`config.mk`:
```
export PLATFORM = sky130hd
export DESIGN_NAME = pdm_cic_decimator_flat
export DESIGN_NICKNAME = d
export VERILOG_FILES = /design/src/hdl/pcd_pkg.sv /design/src/hdl/pcd_ifs.sv /design/src/hdl/pcd_front.sv /design/src/hdl/pcd_engine.sv /design/src/hdl/pdm_cic_decimator.sv /design/src/flat_wrapper.sv
export VERILOG_INCLUDE_DIRS = /design/src /design/src/hdl
export SDC_FILE = /design/constraint.sdc
export NUM_CORES = 1
export LEC_CHECK = 0
export BUFFER_PORTS_ARGS = -buffer_cell sky130_fd_sc_hd__buf_2
export CORE_ASPECT_RATIO = 0.75
export CORE_MARGIN = 2
export CORE_UTILIZATION = 42
export DETAILED_ROUTE_END_ITERATION = 16
export REMOVE_ABC_BUFFERS = 1
export SLEW_MARGIN = 20
export SYNTH_ARGS = -nofsm -noshare
export SYNTH_HDL_FRONTEND = slang
export SYNTH_SLANG_ARGS = --single-unit
```
`constraint.sdc`:
```
create_clock -name clk_i -period 10.4 [get_ports clk_i]
set_input_delay 1.04 -clock clk_i [delete_from_list [all_inputs] [get_ports clk_i]]
set_output_delay 1.04 -clock clk_i [all_outputs]
set_load 0.02 [all_outputs]
```
`src/hdl/pdm_cic_decimator_defines.svh`:
```
// Assertion macros shared by the PDM CIC decimator RTL.
// Expects clk_i and rst_ni in the scope where a macro is used.
`ifndef PDM_CIC_DECIMATOR_DEFINES_SVH
`define PDM_CIC_DECIMATOR_DEFINES_SVH

// Same-cycle implication, disabled during reset.
`define PCD_ASSERT(lbl, ante, cons, msg) \
  lbl: assert property (@(posedge clk_i) disable iff (!rst_ni) (ante) |-> (cons)) \
    else $error(msg);

// Next-cycle implication, disabled during reset.
`define PCD_ASSERT_NEXT(lbl, ante, cons, msg) \
  lbl: assert property (@(posedge clk_i) disable iff (!rst_ni) (ante) |=> (cons)) \
    else $error(msg);

`endif

```
`src/hdl/pcd_pkg.sv`:
```
// Shared types and constants of the PDM CIC decimator.
// No dependencies.
`default_nettype none

package pcd_pkg;

  localparam int unsigned SAMPLE_W = 16;
  localparam int unsigned CFG_W    = 16;

  typedef logic [SAMPLE_W-1:0] sample_t;
  typedef logic [CFG_W-1:0]    blk_len_t;

  localparam blk_len_t BLOCK_LEN_RESET = blk_len_t'(256);

endpackage

`default_nettype wire

```
`src/hdl/pcd_ifs.sv`:
```
// Valid/ready channel interfaces of the PDM CIC decimator.
// Depends on pcd_pkg for the sample and block length types.
`default_nettype none

interface pcd_word_if #(
  parameter int unsigned W = 16
);
  logic         valid;
  logic         ready;
  logic [W-1:0] pdm_word;

  modport source (output valid, output pdm_word, input ready);
  modport sink   (input valid, input pdm_word, output ready);
endinterface

interface pcd_pcm_if;
  logic             valid;
  logic             ready;
  pcd_pkg::sample_t pcm_sample;
  logic             block_end;

  modport source (output valid, output pcm_sample, output block_end, input ready);
  modport sink   (input valid, input pcm_sample, input block_end, output ready);
endinterface

interface pcd_cfg_if;
  logic              valid;
  logic              ready;
  pcd_pkg::blk_len_t block_length;

  modport source (output valid, output block_length, input ready);
  modport sink   (input valid, input block_length, output ready);
endinterface

`default_nettype wire

```
`src/hdl/pcd_front.sv`:
```
// Front end: accepts PDM words and holds them in a two-entry queue.
// Depends on pcd_word_if and the assertion macro header.
`default_nettype none
`include "pdm_cic_decimator_defines.svh"

module pcd_front (
  input  wire logic    clk_i,
  input  wire logic    rst_ni,
  pcd_word_if.sink     in_i,
  pcd_word_if.source   out_o
);

  localparam int unsigned DEPTH = 2;
  localparam int unsigned PTR_W = $clog2(DEPTH);
  localparam int unsigned CNT_W = $clog2(DEPTH + 1);

  logic [$bits(in_i.pdm_word)-1:0] mem_q [DEPTH];
  logic [PTR_W-1:0] wr_ptr_q, wr_ptr_d;
  logic [PTR_W-1:0] rd_ptr_q, rd_ptr_d;
  logic [CNT_W-1:0] cnt_q, cnt_d;
  logic             push;
  logic             pop;

  assign in_i.ready   = (cnt_q != CNT_W'(DEPTH));
  assign out_o.valid  = (cnt_q != '0);
  assign out_o.pdm_word = mem_q[rd_ptr_q];

  assign push = in_i.valid && in_i.ready;
  assign pop  = out_o.valid && out_o.ready;

  always_comb begin
    wr_ptr_d = wr_ptr_q;
    rd_ptr_d = rd_ptr_q;
    cnt_d    = cnt_q;
    if (push) begin
      wr_ptr_d = (wr_ptr_q == PTR_W'(DEPTH - 1)) ? '0 : wr_ptr_q + PTR_W'(1);
    end
    if (pop) begin
      rd_ptr_d = (rd_ptr_q == PTR_W'(DEPTH - 1)) ? '0 : rd_ptr_q + PTR_W'(1);
    end
    if (push && !pop) begin
      cnt_d = cnt_q + CNT_W'(1);
    end else if (pop && !push) begin
      cnt_d = cnt_q - CNT_W'(1);
    end
  end

  always_ff @(posedge clk_i or negedge rst_ni) begin
    if (!rst_ni) begin
      wr_ptr_q <= '0;
      rd_ptr_q <= '0;
      cnt_q    <= '0;
    end else begin
      wr_ptr_q <= wr_ptr_d;
      rd_ptr_q <= rd_ptr_d;
      cnt_q    <= cnt_d;
    end
  end

  always_ff @(posedge clk_i) begin
    if (push) begin
      mem_q[wr_ptr_q] <= in_i.pdm_word;
    end
  end

  `PCD_ASSERT(a_cnt_bound, 1'b1, cnt_q <= CNT_W'(DEPTH), "queue count exceeds depth")
  `PCD_ASSERT(a_ptr_sync, cnt_q == '0 || cnt_q == CNT_W'(DEPTH), wr_ptr_q == rd_ptr_q,
              "queue pointers diverge at empty or full")

endmodule

`default_nettype wire

```
`src/hdl/pcd_engine.sv`:
```
// Back end: bit-serial integrator cascade, comb chain, block counter, output register.
// Depends on pcd_pkg, the channel interfaces and the assertion macro header.
`default_nettype none
`include "pdm_cic_decimator_defines.svh"

module pcd_engine #(
  parameter int unsigned STAGES        = 4,
  parameter int unsigned BITS_PER_WORD = 16
) (
  input  wire logic  clk_i,
  input  wire logic  rst_ni,
  pcd_word_if.sink   word_i,
  pcd_cfg_if.sink    cfg_i,
  pcd_pcm_if.source  pcm_o
);

  import pcd_pkg::*;

  localparam int unsigned BIT_CNT_W = $clog2(BITS_PER_WORD);

  logic [BITS_PER_WORD-1:0] word_q, word_d;
  logic [BIT_CNT_W-1:0]     bit_cnt_q, bit_cnt_d;
  logic                     busy_q, busy_d;
  logic                     comb_pend_q, comb_pend_d;

  sample_t sum_q [STAGES];
  sample_t sum_d [STAGES];
  sample_t dly_q [STAGES];
  sample_t dly_d [STAGES];
  sample_t comb_out;

  blk_len_t blk_len_q;
  blk_len_t cnt_q, cnt_d;
  logic [CFG_W:0] cnt_next;
  logic           blk_end;

  logic    out_valid_q;
  sample_t out_sample_q;
  logic    out_end_q;

  logic out_free;
  logic comb_fire;
  logic step;
  logic last_bit;
  logic pop;

  assign out_free  = !out_valid_q || pcm_o.ready;
  assign comb_fire = comb_pend_q && out_free;
  // Integrators feed the comb source, so hold them until a pending sample moves on.
  assign step      = busy_q && (!comb_pend_q || comb_fire);
  assign last_bit  = (bit_cnt_q == BIT_CNT_W'(BITS_PER_WORD - 1));
  assign pop       = !busy_q || (step && last_bit);

  assign word_i.ready = pop;
  assign cfg_i.ready  = 1'b1;

  assign pcm_o.valid      = out_valid_q;
  assign pcm_o.pcm_sample = out_sample_q;
  assign pcm_o.block_end  = out_end_q;

  // One PDM bit through the whole integrator cascade.
  always_comb begin
    sum_d[0] = sum_q[0] + (word_q[BITS_PER_WORD-1] ? sample_t'(1) : '1);
    for (int unsigned s = 1; s < STAGES; s++) begin
      sum_d[s] = sum_q[s] + sum_d[s-1];
    end
  end

  // Comb chain on the registered last integrator.
  always_comb begin
    sample_t x;
    x = sum_q[STAGES-1];
    for (int unsigned s = 0; s < STAGES; s++) begin
      dly_d[s] = x;
      x        = x - dly_q[s];
    end
    comb_out = x;
  end

  always_comb begin
    cnt_next = {1'b0, cnt_q} + (CFG_W+1)'(1);
    blk_end  = (cnt_next >= {1'b0, blk_len_q});
    cnt_d    = blk_end ? '0 : cnt_next[CFG_W-1:0];
  end

  always_comb begin
    word_d      = word_q;
    bit_cnt_d   = bit_cnt_q;
    busy_d      = busy_q;
    comb_pend_d = comb_pend_q;
    if (comb_fire) begin
      comb_pend_d = 1'b0;
    end
    if (step) begin
      word_d = {word_q[BITS_PER_WORD-2:0], 1'b0};
      if (last_bit) begin
        bit_cnt_d   = '0;
        comb_pend_d = 1'b1;
        busy_d      = 1'b0;
      end else begin
        bit_cnt_d = bit_cnt_q + BIT_CNT_W'(1);
      end
    end
    if (pop && word_i.valid) begin
      word_d = word_i.pdm_word;
      busy_d = 1'b1;
    end
  end

  always_ff @(posedge clk_i or negedge rst_ni) begin
    if (!rst_ni) begin
      bit_cnt_q   <= '0;
      busy_q      <= 1'b0;
      comb_pend_q <= 1'b0;
      blk_len_q   <= BLOCK_LEN_RESET;
      cnt_q       <= '0;
      out_valid_q <= 1'b0;
      for (int unsigned s = 0; s < STAGES; s++) begin
        sum_q[s] <= '0;
        dly_q[s] <= '0;
      end
    end else begin
      bit_cnt_q   <= bit_cnt_d;
      busy_q      <= busy_d;
      comb_pend_q <= comb_pend_d;
      if (cfg_i.valid) begin
        blk_len_q <= cfg_i.block_length;
      end
      if (step) begin
        for (int unsigned s = 0; s < STAGES; s++) begin
          sum_q[s] <= sum_d[s];
        end
      end
      if (comb_fire) begin
        for (int unsigned s = 0; s < STAGES; s++) begin
          dly_q[s] <= dly_d[s];
        end
        cnt_q       <= cnt_d;
        out_valid_q <= 1'b1;
      end else if (pcm_o.ready) begin
        out_valid_q <= 1'b0;
      end
    end
  end

  always_ff @(posedge clk_i) begin
    word_q <= word_d;
    if (comb_fire) begin
      out_sample_q <= comb_out;
      out_end_q    <= blk_end;
    end
  end

  `PCD_ASSERT(a_cnt_idle, bit_cnt_q != '0, busy_q, "bit count advanced without a word")
  `PCD_ASSERT_NEXT(a_fire_out, comb_fire, out_valid_q, "fired sample not presented")
  `PCD_ASSERT_NEXT(a_end_cnt, comb_fire, out_end_q == (cnt_q == '0),
                   "block end flag disagrees with sample count")
  `PCD_ASSERT_NEXT(a_pend_hold, comb_pend_q && !out_free, comb_pend_q && $stable(sum_q[STAGES-1]),
                   "pending sample source changed while stalled")

endmodule

`default_nettype wire

```
`src/hdl/pdm_cic_decimator.sv`:
```
// Top level of the PDM CIC decimator: word queue plus integrator/comb engine.
// Depends on pcd_pkg, pcd_ifs, pcd_front and pcd_engine.
//
// Usage:
//   pdm_i carries one word of BITS_PER_WORD PDM bits per request, most
//   significant bit oldest. pcm_o returns exactly one request per word:
//   a 16-bit two's complement PCM sample and block_end, set on the last
//   sample of each block. cfg_i writes block_length (samples per block);
//   its ready is always high and the write takes effect at the next word
//   finished. A length of zero behaves like one.
//   The integrator cascade consumes one PDM bit per cycle unless a pending
//   sample is held by a stalled pcm_o, and takes the next word as it
//   integrates the last bit of the current one. An accepted word passes
//   through the queue, then through the integrator cascade bit by bit, then
//   through the comb chain into the output register that drives pcm_o.valid.
//   A two-entry queue decouples pdm_i from the engine. When pcm_o stalls,
//   the finished sample waits in the output register, the next word still
//   integrates up to its last bit, and the queue fills before pdm_i.ready drops.
//   Reset clears integrators, comb delays and the sample count, and sets
//   block_length to 256.
`default_nettype none

module pdm_cic_decimator #(
  parameter int unsigned STAGES        = 4,
  parameter int unsigned BITS_PER_WORD = 16
) (
  input  wire logic  clk_i,
  input  wire logic  rst_ni,
  pcd_word_if.sink   pdm_i,
  pcd_cfg_if.sink    cfg_i,
  pcd_pcm_if.source  pcm_o
);

  pcd_word_if #(.W(BITS_PER_WORD)) queue_if ();

  pcd_front u_front (
    .clk_i  (clk_i),
    .rst_ni (rst_ni),
    .in_i   (pdm_i),
    .out_o  (queue_if)
  );

  pcd_engine #(
    .STAGES        (STAGES),
    .BITS_PER_WORD (BITS_PER_WORD)
  ) u_engine (
    .clk_i  (clk_i),
    .rst_ni (rst_ni),
    .word_i (queue_if),
    .cfg_i  (cfg_i),
    .pcm_o  (pcm_o)
  );

endmodule

`default_nettype wire

```
`src/flat_wrapper.sv`:
```
// flat-port wrapper written by rule: the top's interface ports become plain ports
module pdm_cic_decimator_flat import pcd_pkg::*;
#(
  parameter int unsigned STAGES        = 4,
  parameter int unsigned BITS_PER_WORD = 16
)
  (clk_i, rst_ni, pdm_i_valid, pdm_i_pdm_word, pdm_i_ready, cfg_i_valid, cfg_i_block_length, cfg_i_ready, pcm_o_valid, pcm_o_pcm_sample, pcm_o_block_end, pcm_o_ready);
  pcd_word_if #(.W(BITS_PER_WORD)) pdm_i_i ();
  pcd_cfg_if cfg_i_i ();
  pcd_pcm_if pcm_o_i ();
  input  wire logic clk_i;
  input  wire logic rst_ni;
  input wire logic [$bits(pdm_i_i.valid)-1:0] pdm_i_valid;
  input wire logic [$bits(pdm_i_i.pdm_word)-1:0] pdm_i_pdm_word;
  output wire logic [$bits(pdm_i_i.ready)-1:0] pdm_i_ready;
  input wire logic [$bits(cfg_i_i.valid)-1:0] cfg_i_valid;
  input wire logic [$bits(cfg_i_i.block_length)-1:0] cfg_i_block_length;
  output wire logic [$bits(cfg_i_i.ready)-1:0] cfg_i_ready;
  output wire logic [$bits(pcm_o_i.valid)-1:0] pcm_o_valid;
  output wire logic [$bits(pcm_o_i.pcm_sample)-1:0] pcm_o_pcm_sample;
  output wire logic [$bits(pcm_o_i.block_end)-1:0] pcm_o_block_end;
  input wire logic [$bits(pcm_o_i.ready)-1:0] pcm_o_ready;
  assign pdm_i_i.valid = pdm_i_valid;
  assign pdm_i_i.pdm_word = pdm_i_pdm_word;
  assign pdm_i_ready = pdm_i_i.ready;
  assign cfg_i_i.valid = cfg_i_valid;
  assign cfg_i_i.block_length = cfg_i_block_length;
  assign cfg_i_ready = cfg_i_i.ready;
  assign pcm_o_valid = pcm_o_i.valid;
  assign pcm_o_pcm_sample = pcm_o_i.pcm_sample;
  assign pcm_o_block_end = pcm_o_i.block_end;
  assign pcm_o_i.ready = pcm_o_ready;
  pdm_cic_decimator #(.STAGES(STAGES), .BITS_PER_WORD(BITS_PER_WORD)) u_core (.clk_i(clk_i), .rst_ni(rst_ni), .pdm_i(pdm_i_i), .cfg_i(cfg_i_i), .pcm_o(pcm_o_i));
endmodule
```
Yosys cells after proc, flatten, opt, wreduce, memory -nomap -nowiden. Memories as Yosys holds them, arrays and structs flattened. Cells that the tools add are included.

$add $sub $neg: 14. Multiply operators: 0. Divide/modulo/power cells: 0. Order comparisons: 1. Eq/ne operators: 2. Shift-type cells: 0. Multiplexer cells: 19. Bitwise logic cells: 0. Reduce and logical (&&, ||, !) cells: 21.

Operators by type and width (number): $add A16 B16 Y16 (4); $mux W16 (4); $sub A16 B16 Y16 (4); $add A16 B1 Y17 const B (1); $ge A17 B16 Y1 (1); $mux W1 (12); $reduce_bool A2 Y1 (5); $logic_and A1 B1 Y1 (7); $logic_not A1 Y1 (5); $add A4 B1 Y4 const B (1); $eq A4 B4 Y1 const B (1); $mux W2 (2); $mux W4 (1); $logic_or A1 B1 Y1 (3); $add A1 B1 Y1 const B (2); $add A2 B1 Y2 const B (1); $ne A2 B2 Y1 const B (1); $reduce_and A2 Y1 (1); $sub A2 B1 Y2 const B (1).

Register bits after elaboration: 204. Latch bits: 0. RAM bits: 32. ROM bits: 0. Input port bits: 37. Logic and storage cells: 78. Memories: 1.

Memories: u_core.u_front.mem_q (words 2, bits a word 16, read ports 1, clocked after memory_dff 0, write ports 1, line pcd_front.sv:17) `logic [$bits(in_i.pdm_word)-1:0] mem_q [DEPTH];`.

Depth between registers and ports, before layout. Gate-level depths: netlist of run 1.

Word-level depth: 11. Depth in mapped cells: 32.

By module. From an unflattened synthesis of run 1, not the netlist that was laid out.

Cell total of the unflattened synthesis: 1614. Area total of the unflattened synthesis: 15095.7 um^2.

By module, submodules not included: pcd_engine (instances 1, cells each 1546, area an instance 13693.1 um^2); pcd_front (instances 1, cells each 68, area an instance 1402.6 um^2).

Worst setup path after synthesis of run 1. No wires, ideal clock.

Path kind: flip-flop to flip-flop. From: register u_core.u_engine.dly_q[48] (netlist bit). To: register u_core.u_engine.out_sample_q[15], in the netlist u_core.u_engine.pcm_o.pcm_sample[15] (data pin). Data arrival time: 5341 ps. Data required time: 10139 ps. Slack: 4798 ps. Stages on the path, launching flop included: 30. Cells stage by stage: dfrtp_1 -> ha_1 -> fa_1 -> nor2b_1 -> o21ai_1 -> a21boi_0 -> o21ai_0 -> a21boi_1 -> o21ai_0 -> and2_1 -> xnor2_1 -> ha_1 -> or4_1 -> nor2_1 -> a21oi_1 -> o211a_1 -> nor2_1 -> xnor2_1 -> ha_1 -> nand3_1 -> a21oi_1 -> nor2_1 -> a21boi_0 -> ha_1 -> or3_1 -> o311a_1 -> nor2_1 -> a21oi_1 -> xor2_1 -> xnor2_1.

RTL lines: start: declaration (line pcd_engine.sv:28) `sample_t dly_q [STAGES];`; start signal: indexed assignment (line pcd_engine.sv:136) `dly_q[s] <= dly_d[s];`; end signal: assignment (line pcd_engine.sv:149) `out_sample_q <= comb_out;`; end: declaration (line pcd_engine.sv:38) `sample_t out_sample_q;`.

==> results of run 1 <==
registers in the layout (all words and copies together) (netlist names), 2 cells and up:
register and count:
u_core.u_engine.dly_q 64, u_core.u_engine.sum_q 48, u_core.u_front.mem_q 32, u_core.u_engine.blk_len_q 16, u_core.u_engine.cnt_q 16, u_core.u_engine.dly_d 16
u_core.u_engine.pcm_o.pcm_sample 16, u_core.u_engine.word_q 16, u_core.u_engine.bit_cnt_q 4, u_core.u_front.cnt_q 2
metal layers:
metal / up-vias / global-route usage / part of all wire
li1: 5485 / - / -
met2: 109 / 0.240 / 0.43
met4: 0 / 0.0303 / 0.017
met3: 31 / 0.0253 / 0.030
met1: 4941 / 0.238 / 0.52
met5: - / 0 / 0
through the flow:
stage,hold WS (ns),std cells,instance area (sq um)
2_1_floorplan,0.450,1518,14500
3_3_place_gp,0.463,2038,15400
3_5_place_dp,0.471,2038,15400
4_1_cts,0.487,2088,16400
5_1_grt,0.503,2088,16400
6_report,0.481,2088,16400
placed cells by master, fill, tap and decap left out, types with 7 or more instances in the layout:
master	count
sky130_fd_sc_hd__a211oi_1	7
sky130_fd_sc_hd__inv_1	126
sky130_fd_sc_hd__nand2b_1	13
sky130_fd_sc_hd__o21ai_1	8
sky130_fd_sc_hd__o21bai_1	21
sky130_fd_sc_hd__mux2_2	24
sky130_fd_sc_hd__nand2_1	250
sky130_fd_sc_hd__buf_4	8
sky130_fd_sc_hd__edfxtp_1	65
sky130_fd_sc_hd__and3_1	10
sky130_fd_sc_hd__clkbuf_16	27
sky130_fd_sc_hd__and2_1	7
sky130_fd_sc_hd__nor3_1	20
sky130_fd_sc_hd__mux2i_1	17
sky130_fd_sc_hd__xor2_1	31
sky130_fd_sc_hd__nor2b_1	24
sky130_fd_sc_hd__a22o_1	9
sky130_fd_sc_hd__ha_1	141
sky130_fd_sc_hd__nand3_1	24
sky130_fd_sc_hd__a21o_1	20
sky130_fd_sc_hd__nor2_1	87
sky130_fd_sc_hd__dfrtp_1	170
sky130_fd_sc_hd__or3_1	8
sky130_fd_sc_hd__buf_2	54
sky130_fd_sc_hd__a31oi_1	8
sky130_fd_sc_hd__xnor2_1	92
sky130_fd_sc_hd__o21a_1	16
sky130_fd_sc_hd__a21oi_1	77
sky130_fd_sc_hd__fa_1	8
sky130_fd_sc_hd__o21ai_0	160
sky130_fd_sc_hd__o211ai_1	7
critical path, delay by kind of cell (launching register included):
kind / cells / cell delay [ns]
AND/OR/NAND/NOR: 4 / 0.48
buffers and inverters: 1 / 0.49
XOR/XNOR: 4 / 0.66
adder cells (fa/ha/maj): 4 / 1.38
AO/OA/AOI/OAI: 14 / 2.76
flip-flops: 1 / 0.42
multiplexers: 1 / 0.08
worst paths after layout:
path	from	end	slack [ns]	cells after the start
hold reg to reg	u_core.u_engine.sum_q[16]	u_core.u_engine.sum_q[16]	0.48	2
hold / removal	u_core.u_engine.sum_q[16]	u_core.u_engine.sum_q[16]	0.48	2
min in group asynchronous	rst_ni	u_core.u_front.cnt_q[0]	0.53	1
max in group asynchronous	rst_ni	u_core.u_engine.sum_q[24]	8.64	2
setup reg to reg	u_core.u_engine.word_q[15]	u_core.u_engine.dly_d[63]	4.01	28
setup / recovery	u_core.u_engine.word_q[15]	u_core.u_engine.dly_d[63]	4.01	28
kinds of logic after synthesis:
logic type | count (synthesis)
flip-flops | 236
adder cells (fa/ha/maj) | 149
buffers and inverters | 167
AND/OR/NAND/NOR | 459
XOR/XNOR | 125
multiplexers | 41
AO/OA/AOI/OAI | 380
other | 1
cell type report:
type | instances | share of cell area
Clock inverter | 20 | 0.0154
Tap cell | 457 | 0.0349
Multi-Input combinational cell | 1155 | 0.476
Clock buffer | 30 | 0.0426
Timing Repair Buffer | 63 | 0.0209
Inverter | 127 | 0.0293
Sequential cell | 236 | 0.381
==> impl_metrics.sql, run 1 <==
INSERT INTO impl_metrics (metric_group, metric, value, unit) VALUES
('outcome', 'outcome', 'complete, no violations', ''),
('synthesis', 'synth_edf_count', '65', ''),
('sta', 'final-max-slew-violation-count', '0', ''),
('floorplanning', 'start_util', '0.424', ''),
('cells_and_area', 'post-route-util', '0.474', ''),
('global_routing', 'via_count_of_the_first_global_routing_pass', '10300', ''),
('critical_path', 'worstSetupStartpointType', 'register', ''),
('flow_run', 'max-cap-violations', '0', ''),
('cts', 'cts_hold_repair.buffers', '0', ''),
('synthesis', 'seq_area_frac_synth', '0.426', ''),
('synthesis', 'area_fraction_in_compound_gates_after_synthesis', '0.158', ''),
('cells_and_area', 'area.sequential', '0.00623', 'sq mm'),
('synthesis', 'post_synth_fa_ha_maj_area_fraction', '0.131', ''),
('route', 'ant_nets', '0', ''),
('cts', 'post_cts_resize_count', '0', ''),
('sta', 'worstMarginPinSlew', '0.928', 'ns'),
('route', 'wire_per_inst', '13.4', 'um'),
('sta', 'timing.clock.skew', '0.0166', 'ns'),
('sta', 'final.period_utilization', '0.615', ''),
('route', 'routed_via_density', '5.06', ''),
('cells_and_area', 'antenna_cell_count', '0', ''),
('cells_and_area', 'multi_input_area', '0.00779', 'sq mm'),
('route', 'first_iter_violations', '549', ''),
('synthesis', 'post_synth_most_frequent_cells', 'sky130_fd_sc_hd__nand2_1, sky130_fd_sc_hd__dfrtp_1, sky130_fd_sc_hd__o21ai_0, sky130_fd_sc_hd__ha_1, sky130_fd_sc_hd__inv_1', ''),
('critical_path', 'critPathMostFrequentCell', 'sky130_fd_sc_hd__a21oi_1', ''),
('placement', 'place_congestion', '0.777', ''),
('cells_and_area', 'finalNetCount', '1796', ''),
('cts', 'cts_htree_levels', '1', ''),
('cts', 'path_clk_slew', '0.07', 'ns'),
('synthesis', 'synthSimpleGateAreaFrac', '0.135', ''),
('sta', 'timing_hold_violations_final', '0', ''),
('sta', 'slew_headroom', '0.381', ''),
('critical_path', 'cp_data_required_time', '10.85', 'ns'),
('sta', 'grt_setup_unrepaired', 'false', ''),
('synthesis', 'synth_top_family_by_area', 'compound AO/OA/AOI/OAI gates', ''),
('synthesis', 'syn_inst', '1558', ''),
('global_routing', 'grt_antenna_before_repair', '0', ''),
('floorplanning', 'die_height', '166', 'um'),
('sta', 'setup_tns_final', '0', 'ns'),
('synthesis', 'ys_async_sr_fraction', '0.725', ''),
('placement', 'port-buffer-count', '55', ''),
('critical_path', 'worst-setup-path-type', 'reg2reg', ''),
('cells_and_area', 'layout-area-overhead-vs-synth', '11.8', '%'),
('synthesis', 'count_of_cell_types_in_the_netlist', '71', ''),
('floorplanning', 'die_w', '220', 'um'),
('synthesis', 'synth_xor_area_frac', '0.0762', ''),
('placement', 'estimated_wirelength_of_the_detail_placed_design', '19700', 'um'),
('synthesis', 'yosys.area.top_type_share', '0.291', ''),
('global_routing', 'grt.overflow.total', '0', ''),
('synthesis', 'synth_seq_cells', '236', ''),
('cts', 'clockBufferDepth', '3', ''),
('floorplanning', 'row_count', '59', ''),
('sta', 'period_needed', '6.39', 'ns'),
('critical_path', 'end_kind', 'register', ''),
('global_routing', 'grt_pass1_wl', '48800', 'um'),
('sta', 'fmaxAchievable', '0.156', 'GHz'),
('placement', 'place_worst_setup_slack', '4.04', 'ns'),
('sta', 'finalSetupViolations', '0', ''),
('synthesis', 'synth_ff_type', 'sky130_fd_sc_hd__dfrtp_1', ''),
('synthesis', 'synthMuxAreaShare', '0.0301', ''),
('synthesis', 'yosys-top-cells-area', 'sky130_fd_sc_hd__dfrtp_1, sky130_fd_sc_hd__edfxtp_1, sky130_fd_sc_hd__ha_1, sky130_fd_sc_hd__nand2_1, sky130_fd_sc_hd__xnor2_1', ''),
('worst_hold_path', 'min_path_type', 'reg2reg', ''),
('critical_path', 'critPathArrivalTime', '6.85', 'ns'),
('route', 'detail_route.first_pass.iterations', '5', ''),
('cts', 'cts.repair_timing.setup_buffer_count', '0', ''),
('critical_path', 'worstPathMaxFanout', '15', ''),
('cts', 'cts.root.buffer_cell', 'sky130_fd_sc_hd__clkbuf_16', ''),
('cts', 'skew_pair_late_insertion_delay', '0.56', 'ns'),
('global_routing', 'largest_net_degree_at_the_start_of_global_routing', '81', ''),
('synthesis', 'synthesis.area_per_instance', '9.40', 'sq um'),
('floorplanning', 'design.die.area', '0.0364', 'sq mm');
Power of run 1 is not shown: default switching activity piles up to over one toggle a cycle in this logic, so the estimate is an artifact.
==> inputs of run 2 (changes only) <==
Settings changed: ABC_AREA set to 1.
Clock period 10.4 ns to 5.56 ns, I/O delays scaled along.
==> run 2 against run 1 <==
- routed wire length up 14%
- sequential cell count did not move
- critical path depth rose by 4
- die area increased by 2.4%
- via count rose by 13%
- clock-buffer cell count up 5
- design area rose by 8.7%
- core utilization rose by 3.6 points
- synthesized cell count grew 16%
- cell count is 15% higher
- clock skew fell by 0.0051 ns
- setup slack got worse by 3.8 ns
- critical endpoint is now u_core.u_engine.pcm_o.pcm_sample[15]
==> impl_metrics.sql, run 2 <==
INSERT INTO impl_metrics (metric_group, metric, value, unit) VALUES
('sta', 'fmaxAchievable', '0.187', 'GHz'),
('synthesis', 'post_synth_most_frequent_cells', 'sky130_fd_sc_hd__nand2_1, sky130_fd_sc_hd__inv_1, sky130_fd_sc_hd__dfrtp_1, sky130_fd_sc_hd__o21ai_0, sky130_fd_sc_hd__ha_1', ''),
('sta', 'setup_tns_final', '0', 'ns'),
('floorplanning', 'core_box_area', '0.0349', 'sq mm'),
('outcome', 'outcome', 'complete, no violations', ''),
('placement', 'port-buffer-count', '55', ''),
('route', 'wire_per_inst', '13.3', 'um'),
('synthesis', 'synth_seq_cells', '236', ''),
('critical_path', 'cp_slowest_cell', 'sky130_fd_sc_hd__dfrtp_1', ''),
('critical_path', 'critPathMostFrequentCell', 'sky130_fd_sc_hd__a21oi_2', ''),
('worst_hold_path', 'min_path_type', 'in2async', ''),
('cts', 'skew_pair_late_insertion_delay', '0.56', 'ns'),
('sta', 'slew_headroom', '0.383', ''),
('synthesis', 'yosys.cell_count.top_type', 'sky130_fd_sc_hd__nand2_1', ''),
('cells_and_area', 'largest_register_ffs', '64', ''),
('synthesis', 'synth.largest_area_cell', 'sky130_fd_sc_hd__dfrtp_1', ''),
('synthesis', 'synth_ff_type', 'sky130_fd_sc_hd__dfrtp_1', ''),
('critical_path', 'cp_data_required_time', '5.87', 'ns'),
('critical_path', 'timing.critical_path.max_delay_family', 'compound AO/OA/AOI/OAI gates', ''),
('global_routing', 'largest_net_degree_at_the_start_of_global_routing', '100', ''),
('synthesis', 'synth_top_family_by_area', 'simple AND/OR/NAND/NOR gates', ''),
('cts', 'tritoncts_clock_tree', 'built', ''),
('cells_and_area', 'stdcell_count', '2402', ''),
('sta', 'timing.clock.skew', '0.0115', 'ns'),
('placement', 'estimated_wirelength_of_the_detail_placed_design', '22100', 'um'),
('global_routing', 'via_count_of_the_first_global_routing_pass', '11400', ''),
('cells_and_area', 'layout-area-overhead-vs-synth', '18.5', '%'),
('critical_path', 'critPathArrivalTime', '5.66', 'ns'),
('cts', 'path_clk_slew', '0.06', 'ns'),
('flow_run', 'max-cap-violations', '0', ''),
('synthesis', 'ys_async_sr_fraction', '0.725', ''),
('sta', 'grt_setup_unrepaired', 'true', ''),
('global_routing', 'grt_antenna_before_repair', '0', ''),
('cells_and_area', 'reg.largest.list', 'u_core.u_engine.dly_q x64, u_core.u_engine.sum_q x48, u_core.u_front.mem_q x32', ''),
('floorplanning', 'start_util', '0.430', ''),
('cts', 'cts.sinks', '236', ''),
('sta', 'final.period_utilization', '0.962', ''),
('sta', 'period_needed', '5.35', 'ns'),
('synthesis', 'syn-cell-area', '0.0150', 'sq mm'),
('cells_and_area', 'antenna_cell_count', '0', ''),
('cts', 'cts_hold_repair.buffers', '0', ''),
('floorplanning', 'die_w', '222', 'um'),
('synthesis', 'synthesis.area_per_instance', '8.33', 'sq um'),
('route', 'first_iter_violations', '643', ''),
('critical_path', 'worst_path_largest_cell_delay', '0.34', 'ns'),
('placement', 'place_congestion', '0.863', ''),
('global_routing', 'grt_pass1_wl', '53900', 'um'),
('placement', 'placed_cells_incl_taps', '2330', ''),
('synthesis', 'synthesis.yosys.warnings', '0', ''),
('critical_path', 'end_kind', 'register', ''),
('cells_and_area', 'final_cell_mix', 'sky130_fd_sc_hd__nand2_1, sky130_fd_sc_hd__inv_1, sky130_fd_sc_hd__dfrtp_1, sky130_fd_sc_hd__o21ai_0, sky130_fd_sc_hd__ha_1', ''),
('critical_path', 'worstPathMaxFanout', '3', ''),
('cts', 'cts.root.buffer_cell', 'sky130_fd_sc_hd__clkbuf_16', ''),
('critical_path', 'cp_num_buf_inv', '4', ''),
('sta', 'timing_hold_violations_final', '0', ''),
('synthesis', 'seq_area_frac_synth', '0.415', ''),
('cts', 'cts_made_buffers', '27', ''),
('floorplanning', 'die_height', '168', 'um'),
('cells_and_area', 'post_route_cells_drive_above_1_share', '0.159', ''),
('route', 'drc', '0', ''),
('route', 'routed_via_density', '4.96', ''),
('critical_path', 'worstSetupStartpointType', 'register', ''),
('synthesis', 'post_synth_fa_ha_maj_area_fraction', '0.128', ''),
('synthesis', 'synth_edf_count', '65', ''),
('route', 'ant_nets', '0', ''),
('synthesis', 'syn_inst', '1802', ''),
('floorplanning', 'boundaryPins', '57', ''),
('synthesis', 'synthMuxAreaShare', '0.000750', ''),
('cts', 'clockBufferDepth', '3', ''),
('sta', 'final-max-slew-violation-count', '0', ''),
('global_routing', 'grt.overflow.total', '0', ''),
('floorplanning', 'row_count', '59', ''),
('synthesis', 'count_of_cell_types_in_the_netlist', '58', ''),
('global_routing', 'grt_use_total', '0.171', ''),
('synthesis', 'yosys-top-cells-area', 'sky130_fd_sc_hd__dfrtp_1, sky130_fd_sc_hd__edfxtp_1, sky130_fd_sc_hd__ha_1, sky130_fd_sc_hd__nand2_1, sky130_fd_sc_hd__inv_1', ''),
('synthesis', 'synth_xor_area_frac', '0.0670', ''),
('cells_and_area', 'finalNetCount', '2110', ''),
('sta', 'worstMarginPinSlew', '0.926', 'ns'),
('floorplanning', 'design.die.area', '0.0373', 'sq mm'),
('sta', 'finalSetupViolations', '0', ''),
('route', 'num_vias', '11900', ''),
('critical_path', 'worst-setup-path-type', 'reg2reg', ''),
('route', 'wl', '31900', 'um'),
('cells_and_area', 'layout.filler_cells', '3235', ''),
('synthesis', 'yosys.area.top_type_share', '0.283', ''),
('route', 'detail_route.first_pass.iterations', '5', ''),
('cells_and_area', 'registers.top_by_ff_count', 'u_core.u_engine.dly_q', ''),
('cells_and_area', 'mostFrequentLayoutCell', 'sky130_fd_sc_hd__nand2_1', ''),
('cts', 'cts_htree_levels', '1', ''),
('synthesis', 'area_fraction_in_compound_gates_after_synthesis', '0.133', ''),
('synthesis', 'synthSimpleGateAreaFrac', '0.181', '');
run 2: layer usage:
| layer | part of all wire | global-route usage |
|---|---|---|
| met3 | 0.033 | 0.0277 |
| met5 | 0 | 0 |
| met1 | 0.52 | 0.253 |
| met4 | 0.018 | 0.0350 |
| met2 | 0.43 | 0.265 |
run 2: layout make-up:
class | count | area (sq um) | area share
Clock buffer | 35 | 747 | 0.0420
Tap cell | 457 | 572 | 0.0321
Timing Repair Buffer | 134 | 898 | 0.0505
Inverter | 252 | 947 | 0.0532
Multi-Input combinational cell | 1273 | 8220 | 0.462
Clock inverter | 15 | 178 | 0.00999
Sequential cell | 236 | 6230 | 0.350
run 2: final timing paths:
| check | from | end | slack [ns] | depth (start not counted) |
|---|---|---|---|---|
| max | u_core.u_engine.dly_d[48] | u_core.u_engine.pcm_o.pcm_sample[15] | 0.21 | 32 |
| min | rst_ni | u_core.u_engine.dly_q[15] | 0.04 | 1 |
| max reg2reg | u_core.u_engine.dly_d[48] | u_core.u_engine.pcm_o.pcm_sample[15] | 0.21 | 32 |
| min reg2reg | u_core.u_engine.sum_q[34] | u_core.u_engine.sum_q[34] | 0.48 | 2 |
| max in group asynchronous | rst_ni | u_core.u_front.rd_ptr_q | 4.50 | 2 |
| min in group clk_i | pdm_i_pdm_word[4] | u_core.u_front.mem_q[0][4] | 0.19 | 1 |
run 2: per-stage QoR:
step / setup slack [ns] / utilization / hold WS, ns / area [sq um]
floorplan: 0.291 / - / 0.260 / 14800
global placement: -0.00403 / 0.462 / 0.465 / 16100
detailed placement: -0.251 / 0.462 / 0.470 / 16100
CTS: 0.00697 / 0.492 / 0.0410 / 17200
global route: -0.158 / 0.510 / 0.0827 / 17800
finish: 0.209 / 0.510 / 0.0410 / 17800
run 2: logic make-up after synthesis:
family	after synthesis
other	1
DFF	236
muxes	1
adders and majority gates	149
buffers and inverters	293
AOI/OAI and AO/OA	358
xor gates and xnor gates	114
and+or+nand+nor	650
run 2: worst reg2reg max path: cells and delay by family, from the launching register on:
kind | cells | cell delay, ns
buffers and inverters | 4 | 0.44
adders and majority gates | 5 | 1.36
and+or+nand+nor | 6 | 0.58
AOI/OAI and AO/OA | 13 | 1.76
DFF | 1 | 0.34
xor gates and xnor gates | 4 | 0.60
run 2: what timing repair did:
action | 4_1_cts | 5_1_grt
pin swaps | 11 | 46
buffers inserted | 3 | 19
setup endpoints to repair | 1 | 8
resized for setup | 17 | 102
hold endpoints to repair | 0 | 0
Power of run 2 is left out for the same reason.
